<file path="config.mk">
export PLATFORM = sky130hd
export DESIGN_NAME = write_then_execute_page_monitor_unit
export DESIGN_NICKNAME = d
export VERILOG_FILES = /design/src/hw/rtl/wtepm_pkg.sv /design/src/hw/rtl/wtepm_entry.sv /design/src/hw/rtl/wtepm_decide.sv /design/src/hw/rtl/write_then_execute_page_monitor_unit.sv
export SDC_FILE = /design/constraint.sdc
export NUM_CORES = 2
export LEC_CHECK = 0
export ABC_AREA = 0
export ABC_CLOCK_PERIOD_IN_PS = 25500
export BUFFER_PORTS_ARGS = -buffer_cell sky130_fd_sc_hd__buf_2
export CORE_MARGIN = 2
export CORE_UTILIZATION = 60
export DETAILED_ROUTE_END_ITERATION = 10
export PLACE_DENSITY = 0.8
export SETUP_SLACK_MARGIN = 0.3
export SLEW_MARGIN = 20
export SYNTH_ARGS = -nofsm -noshare
export SYNTH_HDL_FRONTEND = slang
export SYNTH_SLANG_ARGS = --single-unit
</file>
<file path="constraint.sdc">
create_clock -name i_clk -period 25.5 [get_ports i_clk]
set_clock_uncertainty 0.05 [all_clocks]
set_input_delay 1.275 -clock i_clk [delete_from_list [all_inputs] [get_ports i_clk]]
set_output_delay 1.275 -clock i_clk [all_outputs]
set_load 0.1 [all_outputs]
</file>
<file path="src/hw/rtl/wtepm_pkg.sv">
// Shared constants, codes and types of the write-then-execute page monitor.
`default_nettype none

package wtepm_pkg;

    localparam int TABLE_ENTRIES = 16;
    localparam int IDX_W         = (TABLE_ENTRIES > 1) ? $clog2(TABLE_ENTRIES) : 1;
    localparam int OFFSET_BITS   = 12;

    localparam int SPACE_W = 64;
    localparam int PAGE_W  = 52;
    localparam int OFS_W   = 12;
    localparam int ADDR_W  = 64;
    localparam int CNT_W   = 6;
    localparam int OP_W    = 3;
    localparam int ST_W    = 2;

    localparam logic [CNT_W-1:0] COUNT_MAX  = {CNT_W{1'b1}};
    localparam logic [CNT_W-1:0] THR_RESET  = CNT_W'(32);

    typedef enum logic [OP_W-1:0] {
        OP_WATCH       = 3'd0,
        OP_UNWATCH     = 3'd1,
        OP_UNWATCH_SPC = 3'd2,
        OP_CLEAR_ALL   = 3'd3,
        OP_WRITE_EVT   = 3'd4,
        OP_EXEC_EVT    = 3'd5
    } t_op;

    typedef enum logic [ST_W-1:0] {
        ST_DONE    = 2'd0,
        ST_FULL    = 2'd1,
        ST_ALREADY = 2'd2,
        ST_MISS    = 2'd3
    } t_status;

    // what one table slot shows the decision logic
    typedef struct packed {
        logic             used;
        logic             space_eq;
        logic             page_eq;
        logic             dirty;
        logic [CNT_W-1:0] count;
        logic             exec;
    } t_entry_view;

    // update of one table slot
    typedef struct packed {
        logic             load;
        logic             free;
        logic             upd;
        logic             dirty;
        logic [CNT_W-1:0] count;
        logic             exec;
    } t_entry_cmd;

    typedef struct packed {
        t_status           status;
        logic              unpacked;
        logic [SPACE_W-1:0] rspace;
        logic [ADDR_W-1:0]  raddr;
    } t_result;

endpackage

`default_nettype wire

</file>
<file path="src/hw/rtl/wtepm_entry.sv">
// One slot of the watched-page table: key, phase state and key compare.
`default_nettype none

module wtepm_entry (
    input  wire                               i_clk,
    input  wire                               i_rst_n,
    input  wtepm_pkg::t_entry_cmd             i_cmd,
    input  wire [wtepm_pkg::SPACE_W-1:0]      i_space,
    input  wire [wtepm_pkg::PAGE_W-1:0]       i_page,
    output wtepm_pkg::t_entry_view            o_view
);
    import wtepm_pkg::*;

    logic               r_used;
    logic [SPACE_W-1:0] r_space;
    logic [PAGE_W-1:0]  r_page;
    logic               r_dirty;
    logic [CNT_W-1:0]   r_count;
    logic               r_exec;

    always_ff @(posedge i_clk) begin
        if (!i_rst_n) begin
            r_used <= 1'b0;
        end else if (i_cmd.load) begin
            r_used <= 1'b1;
        end else if (i_cmd.free) begin
            r_used <= 1'b0;
        end
    end

    always_ff @(posedge i_clk) begin
        if (i_cmd.load) begin
            r_space <= i_space;
            r_page  <= i_page;
            r_dirty <= 1'b0;
            r_count <= '0;
            r_exec  <= 1'b0;
        end else if (i_cmd.upd) begin
            r_dirty <= i_cmd.dirty;
            r_count <= i_cmd.count;
            r_exec  <= i_cmd.exec;
        end
    end

    assign o_view.used     = r_used;
    assign o_view.space_eq = (r_space == i_space);
    assign o_view.page_eq  = (r_page == i_page);
    assign o_view.dirty    = r_dirty;
    assign o_view.count    = r_count;
    assign o_view.exec     = r_exec;

endmodule

`default_nettype wire

</file>
<file path="src/hw/rtl/wtepm_decide.sv">
// Command decode: picks the slot, builds slot updates and the result beat.
`default_nettype none

module wtepm_decide (
    input  wire [wtepm_pkg::OP_W-1:0]                              i_op,
    input  wire                                                    i_write_valid,
    input  wire [wtepm_pkg::CNT_W-1:0]                             i_thr,
    input  wire [wtepm_pkg::SPACE_W-1:0]                           i_space,
    input  wire [wtepm_pkg::PAGE_W-1:0]                            i_page,
    input  wire [wtepm_pkg::OFS_W-1:0]                             i_offset,
    input  wtepm_pkg::t_entry_view [wtepm_pkg::TABLE_ENTRIES-1:0]  i_view,
    output wtepm_pkg::t_entry_cmd  [wtepm_pkg::TABLE_ENTRIES-1:0]  o_cmd,
    output wtepm_pkg::t_result                                     o_res
);
    import wtepm_pkg::*;

    logic [TABLE_ENTRIES-1:0] hit_vec;
    logic [TABLE_ENTRIES-1:0] free_vec;
    logic [TABLE_ENTRIES-1:0] spc_vec;
    logic [IDX_W-1:0]         hit_idx;
    logic [IDX_W-1:0]         free_idx;
    logic                     hit_any;
    logic                     free_any;
    t_entry_view              hv;
    logic [CNT_W-1:0]         new_cnt;

    always_comb begin
        hit_idx  = '0;
        free_idx = '0;
        for (int i = 0; i < TABLE_ENTRIES; i++) begin
            hit_vec[i]  = i_view[i].used & i_view[i].space_eq & i_view[i].page_eq;
            free_vec[i] = ~i_view[i].used;
            spc_vec[i]  = i_view[i].used & i_view[i].space_eq;
        end
        // lowest index wins
        for (int i = TABLE_ENTRIES - 1; i >= 0; i--) begin
            if (hit_vec[i]) begin
                hit_idx = IDX_W'(i);
            end
            if (free_vec[i]) begin
                free_idx = IDX_W'(i);
            end
        end
    end

    assign hit_any  = |hit_vec;
    assign free_any = |free_vec;
    assign hv       = i_view[hit_idx];

    // invalid writes count up, stopping at the top
    assign new_cnt = (!i_write_valid && hv.count != COUNT_MAX) ? hv.count + CNT_W'(1)
                                                                : hv.count;

    always_comb begin
        o_cmd        = '0;
        o_res        = '0;
        o_res.status = ST_DONE;
        case (t_op'(i_op))
            OP_WATCH: begin
                if (hit_any) begin
                    o_res.status = ST_ALREADY;
                end else if (free_any) begin
                    o_cmd[free_idx].load = 1'b1;
                end else begin
                    o_res.status = ST_FULL;
                end
            end
            OP_UNWATCH: begin
                if (hit_any) begin
                    o_cmd[hit_idx].free = 1'b1;
                end else begin
                    o_res.status = ST_MISS;
                end
            end
            OP_UNWATCH_SPC: begin
                for (int i = 0; i < TABLE_ENTRIES; i++) begin
                    o_cmd[i].free = spc_vec[i];
                end
                if (!(|spc_vec)) begin
                    o_res.status = ST_MISS;
                end
            end
            OP_CLEAR_ALL: begin
                for (int i = 0; i < TABLE_ENTRIES; i++) begin
                    o_cmd[i].free = 1'b1;
                end
            end
            OP_WRITE_EVT: begin
                if (!hit_any || hv.exec) begin
                    o_res.status = ST_MISS;
                end else begin
                    o_cmd[hit_idx].upd   = 1'b1;
                    o_cmd[hit_idx].dirty = hv.dirty | ~i_write_valid;
                    o_cmd[hit_idx].count = new_cnt;
                    o_cmd[hit_idx].exec  = (new_cnt >= i_thr);
                end
            end
            OP_EXEC_EVT: begin
                if (!hit_any || !hv.exec) begin
                    o_res.status = ST_MISS;
                end else begin
                    o_cmd[hit_idx].free = 1'b1;
                    if (hv.dirty) begin
                        // key matched, so the slot's space and page equal the event's
                        o_res.unpacked = 1'b1;
                        o_res.rspace   = i_space;
                        o_res.raddr    = ({{(ADDR_W-PAGE_W){1'b0}}, i_page} << OFFSET_BITS)
                                       + {{(ADDR_W-OFS_W){1'b0}}, i_offset};
                    end
                end
            end
            default: begin
            end
        endcase
    end

endmodule

`default_nettype wire

</file>
<file path="src/hw/rtl/write_then_execute_page_monitor_unit.sv">
// Top level of the write-then-execute page monitor.
//
// Command channel: drive op, space, page, offset and write_valid with start
// high; a beat is taken on each rising edge with start high and busy low.
// busy stays low, so a new command can be issued every cycle.
// Each command yields exactly one result beat, shown for one cycle with
// o_result_valid high; it passes the input register, then the table
// compare/update into the result register. Throughput: one
// command per cycle, set by the combinational parallel tag compare over the
// table slots. Back-to-back commands see each other's table updates.
// The receiver cannot stall: results are not held.
// Threshold register: i_cfg_we with i_cfg_wdata writes it on the edge;
// write only while no command is in flight.
// Reset (synchronous, active low) empties the table, drops in-flight beats
// and sets the threshold to 32. Slot contents are loaded on watch.
`default_nettype none

module write_then_execute_page_monitor_unit (
    input  wire                             i_clk,
    input  wire                             i_rst_n,
    input  wire                             start,
    output wire                             busy,
    input  wire [wtepm_pkg::OP_W-1:0]       i_op,
    input  wire [wtepm_pkg::SPACE_W-1:0]    i_space_id,
    input  wire [wtepm_pkg::PAGE_W-1:0]     i_page_number,
    input  wire [wtepm_pkg::OFS_W-1:0]      i_page_offset,
    input  wire                             i_write_valid,
    input  wire                             i_cfg_we,
    input  wire [wtepm_pkg::CNT_W-1:0]      i_cfg_wdata,
    output wire                             o_result_valid,
    output wire [wtepm_pkg::ST_W-1:0]       o_status,
    output wire                             o_unpacked,
    output wire [wtepm_pkg::SPACE_W-1:0]    o_report_space,
    output wire [wtepm_pkg::ADDR_W-1:0]     o_report_address
);
    import wtepm_pkg::*;

    logic               r_thr;
    logic [CNT_W-1:0]   r_threshold;
    logic               r_in_vld;
    logic [OP_W-1:0]    r_op;
    logic [SPACE_W-1:0] r_space;
    logic [PAGE_W-1:0]  r_page;
    logic [OFS_W-1:0]   r_offset;
    logic               r_wvalid;
    logic               r_res_vld;
    t_result            r_res;
    t_result            n_res;
    logic               accept;

    t_entry_view [TABLE_ENTRIES-1:0] view;
    t_entry_cmd  [TABLE_ENTRIES-1:0] cmd;
    t_entry_cmd  [TABLE_ENTRIES-1:0] cmd_gated;

    assign busy   = 1'b0;
    assign accept = start & ~busy;

    always_ff @(posedge i_clk) begin
        if (!i_rst_n) begin
            r_threshold <= THR_RESET;
            r_thr       <= 1'b0;
            r_in_vld    <= 1'b0;
            r_res_vld   <= 1'b0;
        end else begin
            if (i_cfg_we) begin
                r_threshold <= i_cfg_wdata;
            end
            r_thr     <= i_cfg_we;
            r_in_vld  <= accept;
            r_res_vld <= r_in_vld;
        end
    end

    always_ff @(posedge i_clk) begin
        if (accept) begin
            r_op     <= i_op;
            r_space  <= i_space_id;
            r_page   <= i_page_number;
            r_offset <= i_page_offset;
            r_wvalid <= i_write_valid;
        end
        if (r_in_vld) begin
            r_res <= n_res;
        end
    end

    wtepm_decide u_decide (
        .i_op          (r_op),
        .i_write_valid (r_wvalid),
        .i_thr         (r_threshold),
        .i_space       (r_space),
        .i_page        (r_page),
        .i_offset      (r_offset),
        .i_view        (view),
        .o_cmd         (cmd),
        .o_res         (n_res)
    );

    // table changes only for a live beat
    always_comb begin
        for (int i = 0; i < TABLE_ENTRIES; i++) begin
            cmd_gated[i]      = cmd[i];
            cmd_gated[i].load = cmd[i].load & r_in_vld;
            cmd_gated[i].free = cmd[i].free & r_in_vld;
            cmd_gated[i].upd  = cmd[i].upd & r_in_vld;
        end
    end

    for (genvar g = 0; g < TABLE_ENTRIES; g++) begin : g_slot
        wtepm_entry u_entry (
            .i_clk   (i_clk),
            .i_rst_n (i_rst_n),
            .i_cmd   (cmd_gated[g]),
            .i_space (r_space),
            .i_page  (r_page),
            .o_view  (view[g])
        );
    end

    assign o_result_valid   = r_res_vld;
    assign o_status         = r_res.status;
    assign o_unpacked       = r_res.unpacked;
    assign o_report_space   = r_res.rspace;
    assign o_report_address = r_res.raddr;

    // every command beat produces its result beat through the input and result registers
    a_result_follows: assert property (@(posedge i_clk) disable iff (!i_rst_n)
        accept |=> ##1 o_result_valid)
        else $error("result beat missing after command");

    // an unpack report is always a completed command
    a_unpack_done: assert property (@(posedge i_clk) disable iff (!i_rst_n)
        (o_result_valid && o_unpacked) |-> (o_status == ST_DONE))
        else $error("unpack reported with failing status");

    // report fields are zero unless an unpack is reported
    a_report_zero: assert property (@(posedge i_clk) disable iff (!i_rst_n)
        (o_result_valid && !o_unpacked) |->
            (o_report_space == '0 && o_report_address == '0))
        else $error("report fields set without unpack");

    // a key is never present in two slots
    a_unique_key: assert property (@(posedge i_clk) disable iff (!i_rst_n || r_thr)
        r_in_vld |-> ($countones(u_decide.hit_vec) <= 1))
        else $error("duplicate page in table");

endmodule

`default_nettype wire
</file>
### Word level (Yosys, flattened, before mapping)

Cells that the tools add are included.

| word-level totals | value |
|---|---|
| bits in registers | 2271 |
| latch bits | 0 |
| RAM bits | 0 |
| bits in read-only memories | 0 |
| input bits | 142 |
| word-level logic and storage cells | 411 |
| memories | 0 |

| cells by class | value |
|---|---|
| add/subtract/negate cells | 2 |
| multiply operators | 0 |
| div/mod/pow operators | 0 |
| magnitude comparators | 5 |
| equality and inequality tests | 38 |
| shift operators | 0 |
| mux-type cells | 128 |
| bitwise gates (word level) | 100 |
| reductions and logical operators | 30 |

Operators by type and width:

| kind | number |
|---|---|
| $eq A64 B64 Y1 | 16 |
| $eq A52 B52 Y1 | 16 |
| $pmux W10 S4 | 15 |
| $bwmux W176 | 3 |
| $mux W176 | 3 |
| $mux W175 | 2 |
| $demux W11 S4 | 6 |
| $mux W129 | 1 |
| $mux W4 | 32 |
| $pmux W1 S6 | 16 |
| $and A1 B1 Y1 | 80 |
| $add A64 B12 Y64 | 1 |
| $reduce_or A16 Y1 | 3 |
| $bmux W11 S4 | 1 |
| $pmux W9 S4 | 1 |
| $mux W1 | 34 |
| $reduce_bool A2 Y1 | 16 |
| $not A1 Y1 | 19 |
| $mux W8 | 2 |
| $mux W11 | 1 |
| $lt A4 B5 Y1 const B | 2 |
| $mux W10 | 1 |
| $mux W2 | 5 |
| $pmux W2 S5 | 1 |
| 18 further kinds | 26 |

### Depth between registers and ports, before layout

| depth | value |
|---|---|
| depth in word-level cells | 31 |
| mapped depth | 34 |
| mapped depth without buffers | 27 |

### Modules after synthesis

A second synthesis with hierarchy kept.

| second synthesis, totals | value |
|---|---|
| cells, all modules | 5962 |
| area total of the unflattened synthesis | 94403.0 um^2 |

Modules (own cells, without submodules):

| module | instances | cells each | area an instance (um^2) |
|---|---|---|---|
| wtepm_entry | 16 | 303 | 5087.4 |
| write_then_execute_page_monitor_unit | 1 | 341 | 8545.7 |
| wtepm_decide | 1 | 773 | 4459.3 |

### Worst setup path before layout

OpenSTA, ideal clock, no wires.

| path | value |
|---|---|
| path type | register -> register |
| start point | reg r_in_vld |
| end point | reg g_slot[5].u_entry.r_used |
| setup time | 81 ps |
| arrival | 9912 ps |
| slack | 15457 ps |
| cell stages (with the launch flop) | 6 |
| path buffers | 0 |
| period minus slack after synthesis | 10043 ps |
| cells stage by stage | dfxtp_1 nand2_1 nor2_1 nand3_1 nor2_1 o221a_2 |

RTL lines:

| item | line | source |
|---|---|---|
| start: declaration | write_then_execute_page_monitor_unit.sv:40 | `logic r_in_vld;` |
| start signal: assignment | write_then_execute_page_monitor_unit.sv:69 | `r_in_vld <= accept;` |
| end signal: assignment | wtepm_entry.sv:23 | `r_used <= 1'b0;` |
| end signal: assignment | wtepm_entry.sv:25 | `r_used <= 1'b1;` |
| end signal: assignment | wtepm_entry.sv:27 | `r_used <= 1'b0;` |
| end: declaration | wtepm_entry.sv:14 | `logic r_used;` |

### Final worst setup path

| path | value |
|---|---|
| start point | reg r_space[51] |
| end point | reg g_slot[7].u_entry.r_exec |

| on the way | value |
|---|---|
| word-level cells in the longest chain between the ends | 29 |
| elaborated cells between the ends (all ways) | 92 |
| classes of those cells | add/sub (1); order compare (3); eq/ne (17); mux (32); bitwise (34); reduce/logical (5) |

Ends and longest elaborated chain:

| item | line | source |
|---|---|---|
| start: declaration | write_then_execute_page_monitor_unit.sv:42 | `logic [SPACE_W-1:0] r_space;` |
| start signal: assignment | write_then_execute_page_monitor_unit.sv:77 | `r_space <= i_space_id;` |
| parallel branches: the longest is 29 deep, another holds $eq A64 B64 Y1 | -- |  |
| end signal: assignment | wtepm_entry.sv:41 | `r_exec <= i_cmd.exec;` |
| end: declaration | wtepm_entry.sv:19 | `logic r_exec;` |

Several ways; the timed one is not identified. The select of a mux whose other input is x is not followed.
A chain may end at the register's enable or synchronous reset.

==> insert_results.sql <==
INSERT INTO impl_metrics (metric_group, metric, value, unit) VALUES
('grt', 'met1_demand_to_capacity_share_in_global_routing', '55.9', '%'),
('timing', 'timing.hold.ws', '0.411', 'ns'),
('grt', 'grt_antenna_before_repair', '27', ''),
('floorplanning', 'core_area', '0.165', 'mm²'),
('worst_setup_path', 'worst_path_class_setup', 'flop to flop', ''),
('route', 'final_antenna_net_count', '0', ''),
('synth', 'synthesized_area_fraction_occupied_by_ao_oa_aoi_and_oai_cells', '3.14', '%'),
('timing', 'tns', '0', 'ns'),
('min_path', 'hold_path_startpoint', 'g_slot[4].u_entry.r_exec$_SDFFE_PP0P_', ''),
('synth', 'synth-seq-area-share', '66.5', '%'),
('grt', 'groute.layer.met2.usage', '54.5', '%'),
('flow_run', 'max_cap_viol_count', '0', ''),
('min_path', 'worstHoldPathCells', '2', ''),
('cts', 'worst_setup_hold_path_clk_slew', '0.06', 'ns'),
('cells_and_area', 'final_design_utilization', '67.7', '%'),
('run_status', 'run_status', 'finished clean', ''),
('cells_and_area', 'syn2layout_area_growth', '11.8', '%'),
('synth', 'number_of_enable_flip_flop_cells_after_synthesis', '2119', ''),
('route', 'drtIter0Drc', '11800', ''),
('cts', 'cts.sink_count', '2271', ''),
('grt', 'busiest_layer', 'met1', ''),
('cts', 'post_cts.resized_instances', '0', ''),
('floorplanning', 'die_height', '413', 'µm'),
('cts', 'cts_max_level', '4', ''),
('pwr', 'leakage_power_of_the_design', '34.9', 'nW'),
('timing', 'finalWorstPathRequiredPeriod', '9.78', 'ns'),
('grt', 'globalRouteTotalUtil', '38.9', '%'),
('floorplanning', 'placement_rows', '149', ''),
('route', 'firstDrtPassIters', '8', ''),
('synth', 'synthXorXnorAreaFrac', '14.1', '%'),
('synth', 'syn_inst', '7076', ''),
('synth', 'async_reset_ff_share', '0', '%'),
('cts', 'clk_root_buffer_cell', 'sky130_fd_sc_hd__clkbuf_16', ''),
('min_path', 'hp-class', 'flop to flop', ''),
('floorplanning', 'design.die.area', '0.170', 'mm²'),
('route', 'vias_per_cell', '6.75', ''),
('grt', 'first_global_vias', '63500', ''),
('synth', 'ys_warn_count', '0', ''),
('placed_design', 'dp_cells', '9451', ''),
('cells_and_area', 'final_net_count', '7635', ''),
('route', 'drc_errors', '0', ''),
('timing', 'timing_hold_violations_final', '0', ''),
('worst_setup_path', 'critPathSlowestCell', 'sky130_fd_sc_hd__nor4_1', ''),
('cells_and_area', 'drive_gt1_share', '12.2', '%'),
('synth', 'synthesis.area_per_instance', '14.2', 'µm²'),
('synth', 'synth_area', '0.100', 'mm²'),
('worst_setup_path', 'max_stage_delay', '0.88', 'ns'),
('cells_and_area', 'final_cell_count_no_fill', '9869', ''),
('placed_design', 'routabilityCongestion', '1.05', ''),
('worst_setup_path', 'worstSetupStartpointType', 'flop', ''),
('pwr', 'power.ir.vdd_worst', '0.0760', 'mV'),
('cts', 'clockBufferDepth', '3', ''),
('pwr', 'power.density_cell_area', '73.3', 'mW/mm²'),
('worst_setup_path', 'worstSetupEndpointType', 'flop', ''),
('worst_setup_path', 'worst_r2r_startpoint', 'r_space[51]$_DFFE_PP_', ''),
('cts', 'cts_buffers', '222', ''),
('timing', 'max_clock_freq', '102', 'MHz'),
('cells_and_area', 'finalInstanceArea', '0.112', 'mm²'),
('synth', 'yosysUniqueCellTypes', '102', ''),
('route', 'drt_wl_total', '333000', 'µm'),
('timing', 'worst_slew_margin_relative_to_its_limit', '10.1', '%'),
('timing', 'worstMarginPinSlew', '1.34', 'ns'),
('worst_setup_path', 'r2r-end', 'g_slot[7].u_entry.r_exec$_SDFFE_PP0P_', ''),
('synth', 'yosys.area_share.adder', '0.0874', '%'),
('synth', 'synth_mux_area_share', '0.834', '%'),
('worst_setup_path', 'worst-r2r-setup-slack', '15.72', 'ns'),
('worst_setup_path', 'worst-path-max-fanout', '37', ''),
('placed_design', 'dpl.hpwl', '216000', 'µm'),
('route', 'wl_per_cell', '33.7', 'µm'),
('worst_setup_path', 'r2r.worst_path.cells', '29', ''),
('timing', 'finalMaxSlewViolations', '0', '');
==> report_power, final <==
group | leakage (nW) | internal (mW) | switching (mW)
Sequential | 20.3 | 4.13 | 0.0225
Clock | 3.51 | 1.80 | 1.46
Combinational | 11.1 | 0.201 | 0.591
Total | 34.9 | 6.14 | 2.07
==> placed cells by master, fill, tap and decap left out, types with 64 or more instances in the layout <==
| cell type | instances |
|---|---|
| sky130_fd_sc_hd__xor2_1 | 321 |
| sky130_fd_sc_hd__nor4_1 | 271 |
| sky130_fd_sc_hd__xnor2_1 | 1286 |
| sky130_fd_sc_hd__nor2b_1 | 72 |
| sky130_fd_sc_hd__clkbuf_16 | 223 |
| sky130_fd_sc_hd__o2111ai_1 | 64 |
| sky130_fd_sc_hd__dfxtp_1 | 151 |
| sky130_fd_sc_hd__nand2b_1 | 425 |
| sky130_fd_sc_hd__mux2i_1 | 68 |
| sky130_fd_sc_hd__edfxtp_1 | 2119 |
| sky130_fd_sc_hd__buf_2 | 272 |
| sky130_fd_sc_hd__nor3_1 | 104 |
| sky130_fd_sc_hd__nand4_1 | 529 |
| sky130_fd_sc_hd__and2_1 | 103 |
| sky130_fd_sc_hd__inv_1 | 111 |
| sky130_fd_sc_hd__nor2_1 | 170 |
| sky130_fd_sc_hd__a21oi_1 | 75 |
| sky130_fd_sc_hd__nand2_1 | 163 |
| sky130_fd_sc_hd__buf_4 | 233 |
| sky130_fd_sc_hd__nand3_1 | 143 |
==> final cells by class <==
type / count / area, µm² / area share [%]
Clock buffer: 271 / 5820 / 5.20
Inverter: 122 / 473 / 0.422
Timing Repair Buffer: 507 / 3140 / 2.80
Clock inverter: 138 / 1370 / 1.23
Antenna cell: 9 / 22.5 / 0.0201
Multi-Input combinational cell: 4362 / 31800 / 28.4
Sequential cell: 2271 / 66700 / 59.5
Tap cell: 2189 / 2740 / 2.45
==> worst max-delay path by stage <==
stage                               start                               endpoint  slack, ns  cells past startpoint
CTS                 r_space[51]$_DFFE_PP_  g_slot[7].u_entry.r_exec$_SDFFE_PP0P_      16.03                     29
global route        r_space[51]$_DFFE_PP_  g_slot[3].u_entry.r_exec$_SDFFE_PP0P_      15.53                     29
global placement      r_page[0]$_DFFE_PP_  g_slot[7].u_entry.r_exec$_SDFFE_PP0P_      15.49                     29
finish              r_space[51]$_DFFE_PP_  g_slot[7].u_entry.r_exec$_SDFFE_PP0P_      15.72                     29
floorplan             r_in_vld$_SDFF_PN0_  g_slot[5].u_entry.r_used$_SDFFE_PN0P_      15.46                      5
detailed placement  r_space[51]$_DFFE_PP_  g_slot[7].u_entry.r_exec$_SDFFE_PP0P_      16.05                     29
==> worst max-delay path: cells and delay by family (launching register included) <==
family	cells	cell delay, ns
simple gates	8	2.37
compound gates	12	3.70
mux	2	1.04
flops	1	0.32
buf+inv	5	1.55
fa+ha+maj	2	0.54
==> cell families (layout without fill, tap and decap cells) <==
family	count (synthesis)	after routing
flip-flops	2271	2271
multiplexers	81	81
buffers and inverters	443	1038
XOR/XNOR	1608	1608
adder cells (fa/ha/maj)	7	7
AND/OR/NAND/NOR	2253	2253
other	1	10
AO/OA/AOI/OAI	412	412
==> cell usage after synthesis, drive strengths merged, types with 17 or more instances <==
cell | number | area share [%]
and3 | 23 | 0.14
or3 | 24 | 0.15
xnor2 | 1287 | 11
dfxtp | 152 | 3.0
mux2i | 70 | 0.71
a211oi | 24 | 0.23
a2111oi | 19 | 0.17
nor2b | 72 | 0.45
nor4 | 290 | 1.9
o22ai | 22 | 0.14
o2111ai | 64 | 0.56
nor2 | 181 | 0.68
and4 | 34 | 0.30
or4 | 36 | 0.27
clkbuf | 99 | 0.37
nand4b | 22 | 0.19
and2 | 105 | 0.66
nand4 | 529 | 3.3
nand3 | 143 | 0.71
nand2b | 425 | 2.7
o221ai | 17 | 0.15
nor3 | 106 | 0.53
o21ai | 59 | 0.30
a21oi | 75 | 0.37
inv | 121 | 0.45
xor2 | 321 | 2.8
nand2 | 163 | 0.61
nor4b | 22 | 0.19
edfxtp | 2119 | 63
buf | 222 | 1.1
==> state kept, by name, indices dropped and copies added, names as in the netlist, 2 cells and up <==
signal and cells:
g_slot.u_entry.r_space 1024, g_slot.u_entry.r_page 832, g_slot.u_entry.r_count 96, o_report_address 64, o_report_space 64, r_space 64, r_page 52, g_slot.u_entry.r_dirty 16
g_slot.u_entry.r_exec 16, g_slot.u_entry.r_used 16, r_offset 12, r_threshold 6, r_op 3, o_status 2
==> per-stage QoR <==
step | worst slack, ns | power [mW]
CTS | 16.03 | 8.19
finish | 15.72 | 8.21
global route | 15.53 | 8.38
floorplan | 15.46 | 4.69
global placement | 15.49 | 4.98
detailed placement | 16.05 | 4.99
==> layer usage <==
metal | up-vias | routed length (µm)
li1 | 27300 | -
met1 | 32900 | 123000
met2 | 5409 | 139000
met3 | 955 | 51700
met4 | 8 | 19700
met5 | - | 59
(Power assumes the default switching activity.)
